==> src/design/pncs_pkg.sv <==
// shared types and constants for the palette nearest color search
package pncs_pkg;

  // default number of palette entries
  localparam int DEFAULT_ENTRIES = 256;

  // channel and derived widths
  localparam int CHAN_W  = 8;
  localparam int COLOR_W = 3 * CHAN_W;
  localparam int SQ_W    = 2 * CHAN_W;
  localparam int DIST_W  = SQ_W + 2;
  localparam int INDEX_W = 8;

  // request opcodes
  localparam logic OP_WRITE = 1'b0;
  localparam logic OP_QUERY = 1'b1;

  // commands from the controller to the datapath
  typedef struct packed {
    logic clear_we;    // write black at the scan address
    logic wr_en;       // store the request color at its entry index
    logic load_query;  // capture the query color
    logic rd_en;       // read the entry at the scan address
    logic first;       // read is the first entry of a scan
    logic last;        // read is the last entry of a scan
  } cmd_t;

endpackage

==> src/design/pncs_ctrl.sv <==
// controller: clearing pass, request decode and scan sequencing
module pncs_ctrl #(
  parameter int ENTRIES = pncs_pkg::DEFAULT_ENTRIES
) (
  input  logic                       clk,
  input  logic                       rst,
  input  logic                       start,
  input  logic                       opcode,
  input  logic                       scan_done,
  output logic                       busy,
  output pncs_pkg::cmd_t             cmd,
  output logic [$clog2(ENTRIES)-1:0] addr
);

  localparam int AW = $clog2(ENTRIES);
  localparam logic [AW-1:0] LAST_ADDR = AW'(ENTRIES - 1);

  localparam logic [1:0] ST_CLEAR = 2'd0;
  localparam logic [1:0] ST_IDLE  = 2'd1;
  localparam logic [1:0] ST_SCAN  = 2'd2;
  localparam logic [1:0] ST_WAIT  = 2'd3;

  logic [1:0]    state;
  logic [1:0]    state_next;
  logic [AW-1:0] count;
  logic [AW-1:0] count_next;
  logic          accept;
  logic          at_last;

  assign accept  = start && (state == ST_IDLE);
  assign at_last = (count == LAST_ADDR);
  assign busy    = (state != ST_IDLE);
  assign addr    = count;

  // next state, counter and commands
  always_comb begin
    state_next = state;
    count_next = count;
    cmd        = '0;
    unique case (state)
      ST_CLEAR: begin
        cmd.clear_we = 1'b1;
        if (at_last) begin
          state_next = ST_IDLE;
          count_next = '0;
        end else begin
          count_next = count + 1'b1;
        end
      end
      ST_IDLE: begin
        if (accept) begin
          if (opcode == pncs_pkg::OP_QUERY) begin
            cmd.load_query = 1'b1;
            state_next     = ST_SCAN;
            count_next     = '0;
          end else begin
            cmd.wr_en = 1'b1;
          end
        end
      end
      ST_SCAN: begin
        cmd.rd_en = 1'b1;
        cmd.first = (count == '0);
        cmd.last  = at_last;
        if (at_last) begin
          state_next = ST_WAIT;
          count_next = '0;
        end else begin
          count_next = count + 1'b1;
        end
      end
      ST_WAIT: begin
        if (scan_done) begin
          state_next = ST_IDLE;
        end
      end
      default: begin
        state_next = ST_IDLE;
      end
    endcase
  end

  // state and counter registers
  always_ff @(posedge clk) begin
    if (rst) begin
      state <= ST_CLEAR;
      count <= '0;
    end else begin
      state <= state_next;
      count <= count_next;
    end
  end

endmodule

==> config.mk <==
export PLATFORM = sky130hd
export DESIGN_NAME = pncs_ctrl
export DESIGN_NICKNAME = d
export VERILOG_FILES = /design/src/design/pncs_pkg.sv /design/src/design/pncs_ctrl.sv
export SDC_FILE = /design/constraint.sdc
export NUM_CORES = 1
export LEC_CHECK = 0
export ABC_CLOCK_PERIOD_IN_PS = 2800
export BUFFER_PORTS_ARGS = -buffer_cell sky130_fd_sc_hd__clkbuf_2
export CORE_MARGIN = 10
export CORE_UTILIZATION = 50
export DETAILED_ROUTE_END_ITERATION = 6
export PLACE_DENSITY_LB_ADDON = 0.1
export SETUP_SLACK_MARGIN = 0.02
export SLEW_MARGIN = 20
export SYNTH_ARGS = -nofsm -noshare
export SYNTH_HDL_FRONTEND = slang
export SYNTH_SLANG_ARGS = --single-unit
export TNS_END_PERCENT = 20
==> constraint.sdc <==
create_clock -name clk -period 2.8 [get_ports clk]
set_input_delay 0.14 -clock clk [delete_from_list [all_inputs] [get_ports clk]]
set_output_delay 0.14 -clock clk [all_outputs]
set_load 0.02 [all_outputs]
Yosys cells after proc, flatten, opt, wreduce, memory -nomap -nowiden
Cells that the tools add are included.

word-level totals
  flip-flop bits (word level) = 10
  output and inout port bits = 15

cells by class
  add/subtract/negate cells = 1
  multiplexer cells = 16
  equal/unequal tests = 10
  reduce and logical (&&, ||, !) cells = 7

operators by type and width
  operator               count
  $mux W8                3
  $pmux W8 S2            1
  $mux W2                7
  $ne A2 B2 Y1 const B   5
  $add A8 B1 Y8 const B  1
  $eq A8 B8 Y1 const B   1
  $logic_not A8 Y1       1
  $pmux W2 S4            1
  $reduce_and A5 Y1      1
  $eq A2 B2 Y1 const B   2
  $mux W1                3
  $mux W3                1
  $reduce_and A3 Y1      1
  $eq A2 B1 Y1 const B   1
  $logic_not A2 Y1       1
  $ne A2 B1 Y1 const B   1
  $reduce_bool A2 Y1     1
  $reduce_or A2 Y1       1
  $logic_and A1 B1 Y1    1

Depth between registers and ports, before layout
Gate-level depths: netlist of run 1.

  depth in word-level cells = 4
  gate-level depth with buffers = 6
  gate-level depth less buffers = 6

Worst setup path after synthesis of run 1
Ideal clock, no wire load.

  path kind = register to output
  start = register count[2], in the netlist addr[2]
  end = output port cmd[1] (netlist bit)
  stages on the path, launching flop included = 3
  data required time = 2.660 ns
  slack = 1.094 ns
  buffers on the path = 0
  data arrival time = 1.566 ns
  path through = dfxtp_1 > or4_1 > nor4_1

RTL lines
  what                      line             source
  start: declaration        pncs_ctrl.sv:25  logic [AW-1:0] count;
  start signal: assignment  pncs_ctrl.sv:90  count <= count_next;
  end: declaration          pncs_ctrl.sv:11  output pncs_pkg::cmd_t cmd,

==> summary.txt, run 1 <==
Run status
  • Status: finished, final reports clean

Final layout
  • FF/Latch Area: 200.2 um^2
  • NumNets Final: 109
  • FILL cells: 113
  • Share of cells above drive strength 1: 0.4316
  • Number of diodes: 0
  • Layout Utilization: 0.6365
  • Final Instance Area: 828.3 um^2
  • Area of the multi-input gates: 465.4 um^2
  • Synth-to-layout area growth: 19.71%

Routing
  • Drt initial violations: 6
  • Vias per cell: 5.209
  • Detail Route Antenna Nets: 0
  • Average wire per standard cell: 12.90 um
  • Final wirelength: 1.419 mm
  • DRC Markers: 0
  • TritonRoute pass-1 iters: 4
  • Routed vias: 573

Yosys
  • Yosys reg bits: 10
  • Avg Inst Size Synth: 9.478 um^2
  • Net Count, Synth: 85
  • Synth warn: 0
  • Cell taking the most area after synthesis: dfxtp_1
  • Mapped cell area: 691.9 um^2
  • Seq/Total Area, Yosys: 0.2893
  • Cells after Synth: 73
  • Largest cells by area after synthesis: dfxtp_1, ha_1, xnor2_1, nor2_2, inv_1
  • Share of the synthesized area in the top cell type: 0.2893
  • Synth unique cells: 28

Power
  • Peak supply drop: 0.3678 mV
  • Leak: 0.3599 nW
  • Final Power: 0.4607 mW
  • Power Density: 556.3 mW/mm^2

STA
  • Final hold violation count: 0
  • Fin crit period: 1.724 ns
  • Final setup viols: 0
  • Clk_skew: 0.002253 ns
  • Number of max-slew violations in the final report: 0
  • Fmax achieved: 0.5800 GHz
  • WHS: 0.1202 ns
  • Setup TNS: 0 ns
  • Worst Tran Pin Value: 0.3403 ns
  • RSZ-0062 raised after global routing: no
  • Final cycle utilization of the critical path: 0.6158
  • Worst slew margin: 0.7725

Clocking
  • CTS tree: done
  • Clock-pin slew on the worst setup and hold paths: 0.07 ns
  • Root Buffer Master: clkbuf_4
  • CTS Hold Bufs: 0
  • Clk Latency, worst-skew pair: 0.26 ns
  • CTS Buf Count: 3
  • Sink Count: 10
  • CTS resizes: 0
  • Clk buf depth: 2
  • Clock H-tree levels: 1
  • Setup bufs post-CTS: 0

Floorplan
  • Initial core utilization: 0.5317
  • Area of the core: 0.001301 mm^2
  • Die Span Y: 57.20 um
  • I/O pins: 20
  • Row cnt: 13
  • Die width: 57.20 um
  • Die ar.: 0.003272 mm^2

Hold path
  • HP Class: input port to register
  • Min-delay src: rst
  • Hold EP: state[0]
  • Hold path cells: 2

Placement
  • Hpwl dp: 1.152 mm
  • Placed Area: 805.8 um^2
  • IO buf count: 19
  • Final GP Congestion: 0.8011

GRT
  • First-pass GRT wire length: 2.346 mm
  • Overflow left after global routing: 0
  • Largest net degree at the start of global routing: 10
  • Initial antenna violation count: 0
  • GRT Overall Usage: 0.08898
  • Vias in the first global route: 528

Critical path
  • Worst setup SP type: register
  • Crit path largest cell delay: 0.52 ns
  • CP max stage cell: or4_1
  • CP Class: register to output pin
  • Reg-to-reg slack, setup: 1.21 ns
  • R2R cell count: 6
  • R2R Path Start: state[1]
  • Reg2reg end: addr[0]
  • Crit path cell chain: or4_1 > nor4_1 > clkbuf_2
  • CP Max Fanout: 8
  • WP data arrival: 1.58 ns
  • Required time of the critical path: 2.66 ns
  • CP Capture Type: output pin

Run
  • Max_cap viols: 0
critical path, delay by kind of cell (launching register included):
kind	cells	cell delay, ns
buf+inv	1	0.22
flops	1	0.39
simple gates	2	0.72
metrics by stage:
stage	setup WS, ns	instances
6_report	1.076	110
5_1_grt	0.9859	110
4_1_cts	1.050	110
3_5_place_dp	1.204	107
3_3_place_gp	1.220	107
2_1_floorplan	1.094	73
worst max-delay path by stage:
stage	startpoint	end	slack (ns)	cells past startpoint
floorplan	addr[2]	cmd[1]	1.09	2
global placement	state[1]	addr[5]	1.22	6
detailed placement	state[1]	addr[4]	1.20	6
CTS	addr[2]	cmd[1]	1.05	3
global route	addr[2]	cmd[1]	0.99	3
finish	addr[2]	cmd[1]	1.08	3
layout by cell type (no fill, tap or decap), types with 3 or more instances in the layout:
master	instances
xnor2_1	6
ha_1	7
nand3_1	4
inv_1	7
nor2_1	4
nand2_1	4
nor2_2	7
clkbuf_2	19
dfxtp_1	10
clkbuf_4	3
nor3_1	3
cell type report:
cell class / instances / share of cell area
tap: 15 / 0.02266
multi-input combinational: 56 / 0.5619
timing repair buffer: 19 / 0.1148
inverter: 7 / 0.03172
sequential: 10 / 0.2417
clock buffer: 3 / 0.02719
power breakdown:
group | internal [mW] | switching [mW] | leakage [nW]
clock | 0.0496 | 0.0489 | 0.0138
combinational | 0.0694 | 0.106 | 0.265
sequential | 0.159 | 0.0281 | 0.0812
kinds of logic after synthesis:
family	synth area share
buf+inv	0.03798
compound gates	0.1609
xor+xnor	0.07595
fa+ha+maj	0.1266
flops	0.2893
simple gates	0.3092
flip-flops by register name, summed over array words and instances, names as in the netlist:
register,cells
state,2
addr,8
synthesized netlist by cell type, drive strengths merged:
library cell and n:
nor3 3, nor4 2, xnor2 6, dfxtp 10, a21boi 1, a21oi 4
nor2 11, nand2 4, nand3 4, nor3b 1, nor4b 1, inv 7
nand4 1, nand4b 1, or4 1, o22ai 1, and3 1, a211oi 1
o21ai 1, and2 1, nand3b 1, ha 7, o31ai 2, a21o 1
layer usage:
layer | part of all wire | vias to the layer above | routed length [um] | global-route usage
met4 | 0.0056 | 0 | 8 | 0.06040
met3 | 0.10 | 2 | 147 | 0.03982
met2 | 0.43 | 17 | 612 | 0.1287
met1 | 0.46 | 259 | 651 | 0.1024
met5 | 0 | - | 0 | 0
li1 | - | 295 | - | -
No activity file was read; power rests on OpenSTA's default activity.
==> run 2: changes to the inputs <==
ABC_CLOCK_PERIOD_IN_PS = 1620   (was 2800)
CORE_UTILIZATION = 49   (was 50)
clock period = 1.62 ns   (was 2.8 ns; I/O delays follow)
==> summary.txt, run 2 (same netlist as run 1, synthesis figures left out) <==
Final layout
  • FILL cells: 100
  • Synth-to-layout area growth: 30.56%
  • Number of diodes: 0
  • NumNets Final: 114
  • Most frequent cells in the layout: clkbuf_2, nor2_2, dfxtp_1, inv_1, xnor2_1
  • Commonest non-fill, non-tap cell in the layout: clkbuf_2
  • Max reg flops: 8
  • Share of cells above drive strength 1: 0.5347

STA
  • Fmax achieved: 0.6421 GHz
  • Final hold violation count: 0
  • Clk_skew: 0.005017 ns
  • WHS: 0.04671 ns
  • RSZ-0062 raised after global routing: no
  • Worst Tran Pin Value: 0.3324 ns
  • Setup TNS: 0 ns
  • Final cycle utilization of the critical path: 0.9614
  • Worst slew margin: 0.7784
  • Fin crit period: 1.557 ns
  • Final setup viols: 0
  • Number of max-slew violations in the final report: 0
  • Setup WS post-layout: 0.06254 ns

Power
  • Sequential Power Share: 0.326
  • Switch Pwr: 0.3384 mW
  • Final Power: 0.9090 mW
  • Int Pwr: 0.5706 mW
  • Peak supply drop: 0.7700 mV
  • Leak: 0.3941 nW
  • Sw Share: 0.3723
  • Clk network pwr share: 0.255
  • Combinational fraction of design power: 0.419
  • Power Density: 1006 mW/mm^2

GRT
  • First-pass GRT wire length: 2.746 mm
  • Largest net degree at the start of global routing: 10
  • Initial antenna violation count: 0
  • Vias in the first global route: 614
  • Overflow left after global routing: 0
  • GRT Overall Usage: 0.1036

Clocking
  • CTS Buf Count: 3
  • CTS Hold Bufs: 0
  • Clock-pin slew on the worst setup and hold paths: 0.07 ns
  • CTS tree: done
  • Clock H-tree levels: 1
  • Sink Count: 10
  • Clk buf depth: 2
  • Root Buffer Master: clkbuf_4
  • Clk Latency, worst-skew pair: 0.28 ns

Routing
  • Vias per cell: 5.328
  • Drt initial violations: 21
  • Average wire per standard cell: 14.14 um
  • Routed vias: 618
  • DRC Markers: 0
  • TritonRoute pass-1 iters: 4
  • Detail Route Antenna Nets: 0
  • Final wirelength: 1.640 mm

Placement
  • Placement Setup Slack: 0.05129 ns
  • Hpwl dp: 1.250 mm
  • IO buf count: 19
  • Final GP Congestion: 0.7506

Critical path
  • Crit path from: addr[7]
  • Worst setup SP type: register
  • R2R Path Start: state[0]
  • Required time of the critical path: 1.54 ns
  • CP Capture Type: output pin
  • CP Max Fanout: 4
  • R2R cell count: 5
  • CP Class: register to output pin
  • Reg-to-reg slack, setup: 0.15 ns
  • Reg2reg end: addr[4]
  • WP data arrival: 1.48 ns
  • End of the critical path: cmd[1]

Floorplan
  • Die Span Y: 57.58 um
  • I/O pins: 20
  • Row cnt: 13
  • Area of the core: 0.001318 mm^2
  • Die ar.: 0.003315 mm^2
  • Die width: 57.58 um
  • Initial core utilization: 0.5252

Run
  • Max_cap viols: 0

Hold path
  • Hold path cells: 2
  • HP Class: input port to register

Run status
  • Status: finished, final reports clean
## run 2: layout make-up
class | count | area [um^2] | area share
timing repair buffer | 23 | 127.6 | 0.1413
multi-input combinational | 57 | 488.0 | 0.5402
inverter | 7 | 26.28 | 0.02909
clock buffer | 4 | 36.28 | 0.04017
sequential | 10 | 206.4 | 0.2285
tap | 15 | 18.77 | 0.02078
## run 2: worst min-delay path by stage
stage          from       end  slack (ns)
3_5_place_dp    rst  state[0]        0.34
6_report        rst  state[0]        0.05
3_3_place_gp    rst  state[0]        0.34
2_1_floorplan   rst  state[0]        0.15
5_1_grt         rst  state[0]        0.06
4_1_cts         rst  state[0]        0.04
## run 2: power groups by stage
| stage | Combinational [mW] | Sequential [mW] | Clock, mW |
|---|---|---|---|
| floorplan | 0.202 | 0.349 | 0 |
| global placement | 0.361 | 0.305 | 0 |
| detailed placement | 0.362 | 0.306 | 0 |
| CTS | 0.377 | 0.295 | 0.238 |
| global route | 0.415 | 0.299 | 0.247 |
| finish | 0.381 | 0.296 | 0.232 |
## run 2: critical path: stages, from the launching register on
cell and delay [ns]:
dfxtp_2 0.34, or4_1 0.54, nor4_2 0.14, buf_4 0.18
## run 2: per-stage QoR
stage	util	cells	area [um^2]
after floorplan	-	73	698.2
after global placement	0.6334	110	834.6
after detailed placement	0.6334	110	834.6
after CTS	0.6724	115	885.9
after global routing	0.6857	116	903.4
final	0.6857	116	903.4
## run 2: repair_timing
item                                    4_1_cts  5_1_grt
gates resized for setup                       4        6
endpoints found under the hold margin         0        0
cloned                                        0        1
endpoints found under the setup margin        1       11
setup buffers                                 1        0
## run 2: metal layers
metal	wire, um	global-route usage
met1	735	0.1132
met2	775	0.1595
met3	88	0.03761
met4	41	0.07718
met5	0	0
==> run 3: changes to the inputs <==
PLACE_DENSITY = 0.84   (was unset)
PLACE_DENSITY_LB_ADDON = unset   (was 0.1)
==> summary.txt, run 3 (same netlist as run 1, synthesis figures left out) <==
Clocking
  • Sink Count: 10
  • Clock H-tree levels: 1
  • CTS Hold Bufs: 0
  • Clock-pin slew on the worst setup and hold paths: 0.07 ns
  • CTS Buf Count: 3
  • CTS tree: done
  • Clk buf depth: 2
  • Clk Latency, worst-skew pair: 0.27 ns
  • Root Buffer Master: clkbuf_4

Final layout
  • NumNets Final: 113
  • Area of the multi-input gates: 491.7 um^2
  • FILL cells: 112
  • Synth-to-layout area growth: 30.02%
  • Number of diodes: 0
  • Most frequent cells in the layout: clkbuf_2, nor2_2, dfxtp_1, inv_1, xnor2_1
  • Final cell count without fillers: 115
  • Share of cells above drive strength 1: 0.5400
  • Max reg flops: 8
  • Commonest non-fill, non-tap cell in the layout: clkbuf_2
  • FF/Latch Area: 206.4 um^2

Power
  • Leak: 0.3865 nW
  • Final Power: 0.9182 mW
  • Peak supply drop: 0.6791 mV
  • Power Density: 1021 mW/mm^2

Critical path
  • CP Class: register to output pin
  • CP Max Fanout: 8
  • Buffers & Inverters on Critical Path: 1
  • CP max stage cell: or4_4
  • Crit path largest cell delay: 0.52 ns
  • WP data arrival: 1.50 ns
  • Reg2reg end: addr[7]
  • R2R cell count: 6
  • Crit path cell chain: or4_4 > nor4_2 > buf_4
  • R2R Path Start: state[1]
  • Reg-to-reg slack, setup: 0.10 ns
  • CP Capture Type: output pin
  • Worst setup SP type: register
  • Required time of the critical path: 1.54 ns
  • Delay-heaviest family, CP: simple AND/OR/NAND/NOR gates

STA
  • RSZ-0062 raised after global routing: yes
  • Setup TNS: 0 ns
  • Fin crit period: 1.583 ns
  • Worst Tran Pin Value: 0.3457 ns
  • Worst slew margin: 0.7676
  • Final hold violation count: 0
  • Final cycle utilization of the critical path: 0.9774
  • Fmax achieved: 0.6315 GHz
  • Final setup viols: 0
  • Clk_skew: 0.001811 ns
  • Number of max-slew violations in the final report: 0

Routing
  • Final wirelength: 1.794 mm
  • Vias per cell: 5.417
  • DRC Markers: 0
  • Average wire per standard cell: 15.60 um
  • Detail Route Antenna Nets: 0
  • TritonRoute pass-1 iters: 4
  • Drt initial violations: 14
  • Routed vias: 623

Floorplan
  • I/O pins: 20
  • Area of the core: 0.001318 mm^2
  • Row cnt: 13
  • Die width: 57.58 um
  • Die ar.: 0.003315 mm^2
  • Initial core utilization: 0.5252
  • Die Span Y: 57.58 um

Run status
  • Status: finished, final reports clean

GRT
  • Vias in the first global route: 591
  • GRT Overall Usage: 0.1042
  • Overflow left after global routing: 0
  • Largest net degree at the start of global routing: 10
  • First-pass GRT wire length: 2.718 mm
  • Initial antenna violation count: 0

Placement
  • IO buf count: 19
  • Hpwl dp: 1.330 mm
  • Placed insts: 110
  • Final GP Congestion: 0.7639

Run
  • Max_cap viols: 0

Hold path
  • Min-delay src: rst
  • HP Class: input port to register
  • Hold path cells: 2
  • Hold EP: state[0]
-- run 3: per-stage QoR --
step | area (um^2) | hold WS, ns | worst slack (ns) | utilization
after floorplan | 698.2 | 0.1456 | 0.04825 | -
after global placement | 834.6 | 0.3362 | 0.1122 | 0.6334
after detailed placement | 834.6 | 0.3386 | 0.05987 | 0.6334
after CTS | 882.1 | 0.04577 | 0.001943 | 0.6695
after global routing | 899.6 | 0.06930 | 0.003268 | 0.6828
final | 899.6 | 0.05006 | 0.03659 | 0.6828
-- run 3: what timing repair did --
item | in CTS | in global routing
resized for setup | 5 | 5
setup buffers | 0 | 0
endpoints found under the setup margin | 1 | 11
gates cloned | 0 | 1
-- run 3: per-layer routing --
metal,vias up,track usage,wire length [um]
li1,312,-,-
met1,287,0.1088,742
met2,20,0.1656,889
met3,4,0.04425,111
met4,0,0.07047,51
met5,-,0,0
-- run 3: worst reg2reg max path, cell delays in order, from the launching register on --
cell	delay [ns]
dfxtp_1	0.37
inv_2	0.08
ha_2	0.20
a21boi_2	0.20
nor4_2	0.34
xnor2_1	0.19
nor2_2	0.04
-- run 3: power breakdown --
part	switching (mW)	internal, mW	leakage, nW
Combinational	0.222	0.159	0.283
Clock	0.0981	0.137	0.0210
Sequential	0.0266	0.276	0.0830
Total	0.347	0.572	0.386
-- run 3: cell type report --
type,instances,area share
clock buffers,4,0.04033
inverters,7,0.02921
multi-input cells,57,0.5466
flip-flops and latches,10,0.2295
well taps,15,0.02086
repair buffers,22,0.1335
-- run 3: how the worst max path moves through the flow --
stage,slack (ns),start,depth (start not counted),end
after floorplan,0.05,addr[0],3,cmd[0]
after global routing,0.003,addr[2],3,cmd[1]
after global placement,0.11,state[1],6,addr[1]
final,0.04,addr[2],3,cmd[1]
after CTS,0.002,addr[2],3,cmd[1]
after detailed placement,0.06,state[1],6,addr[6]
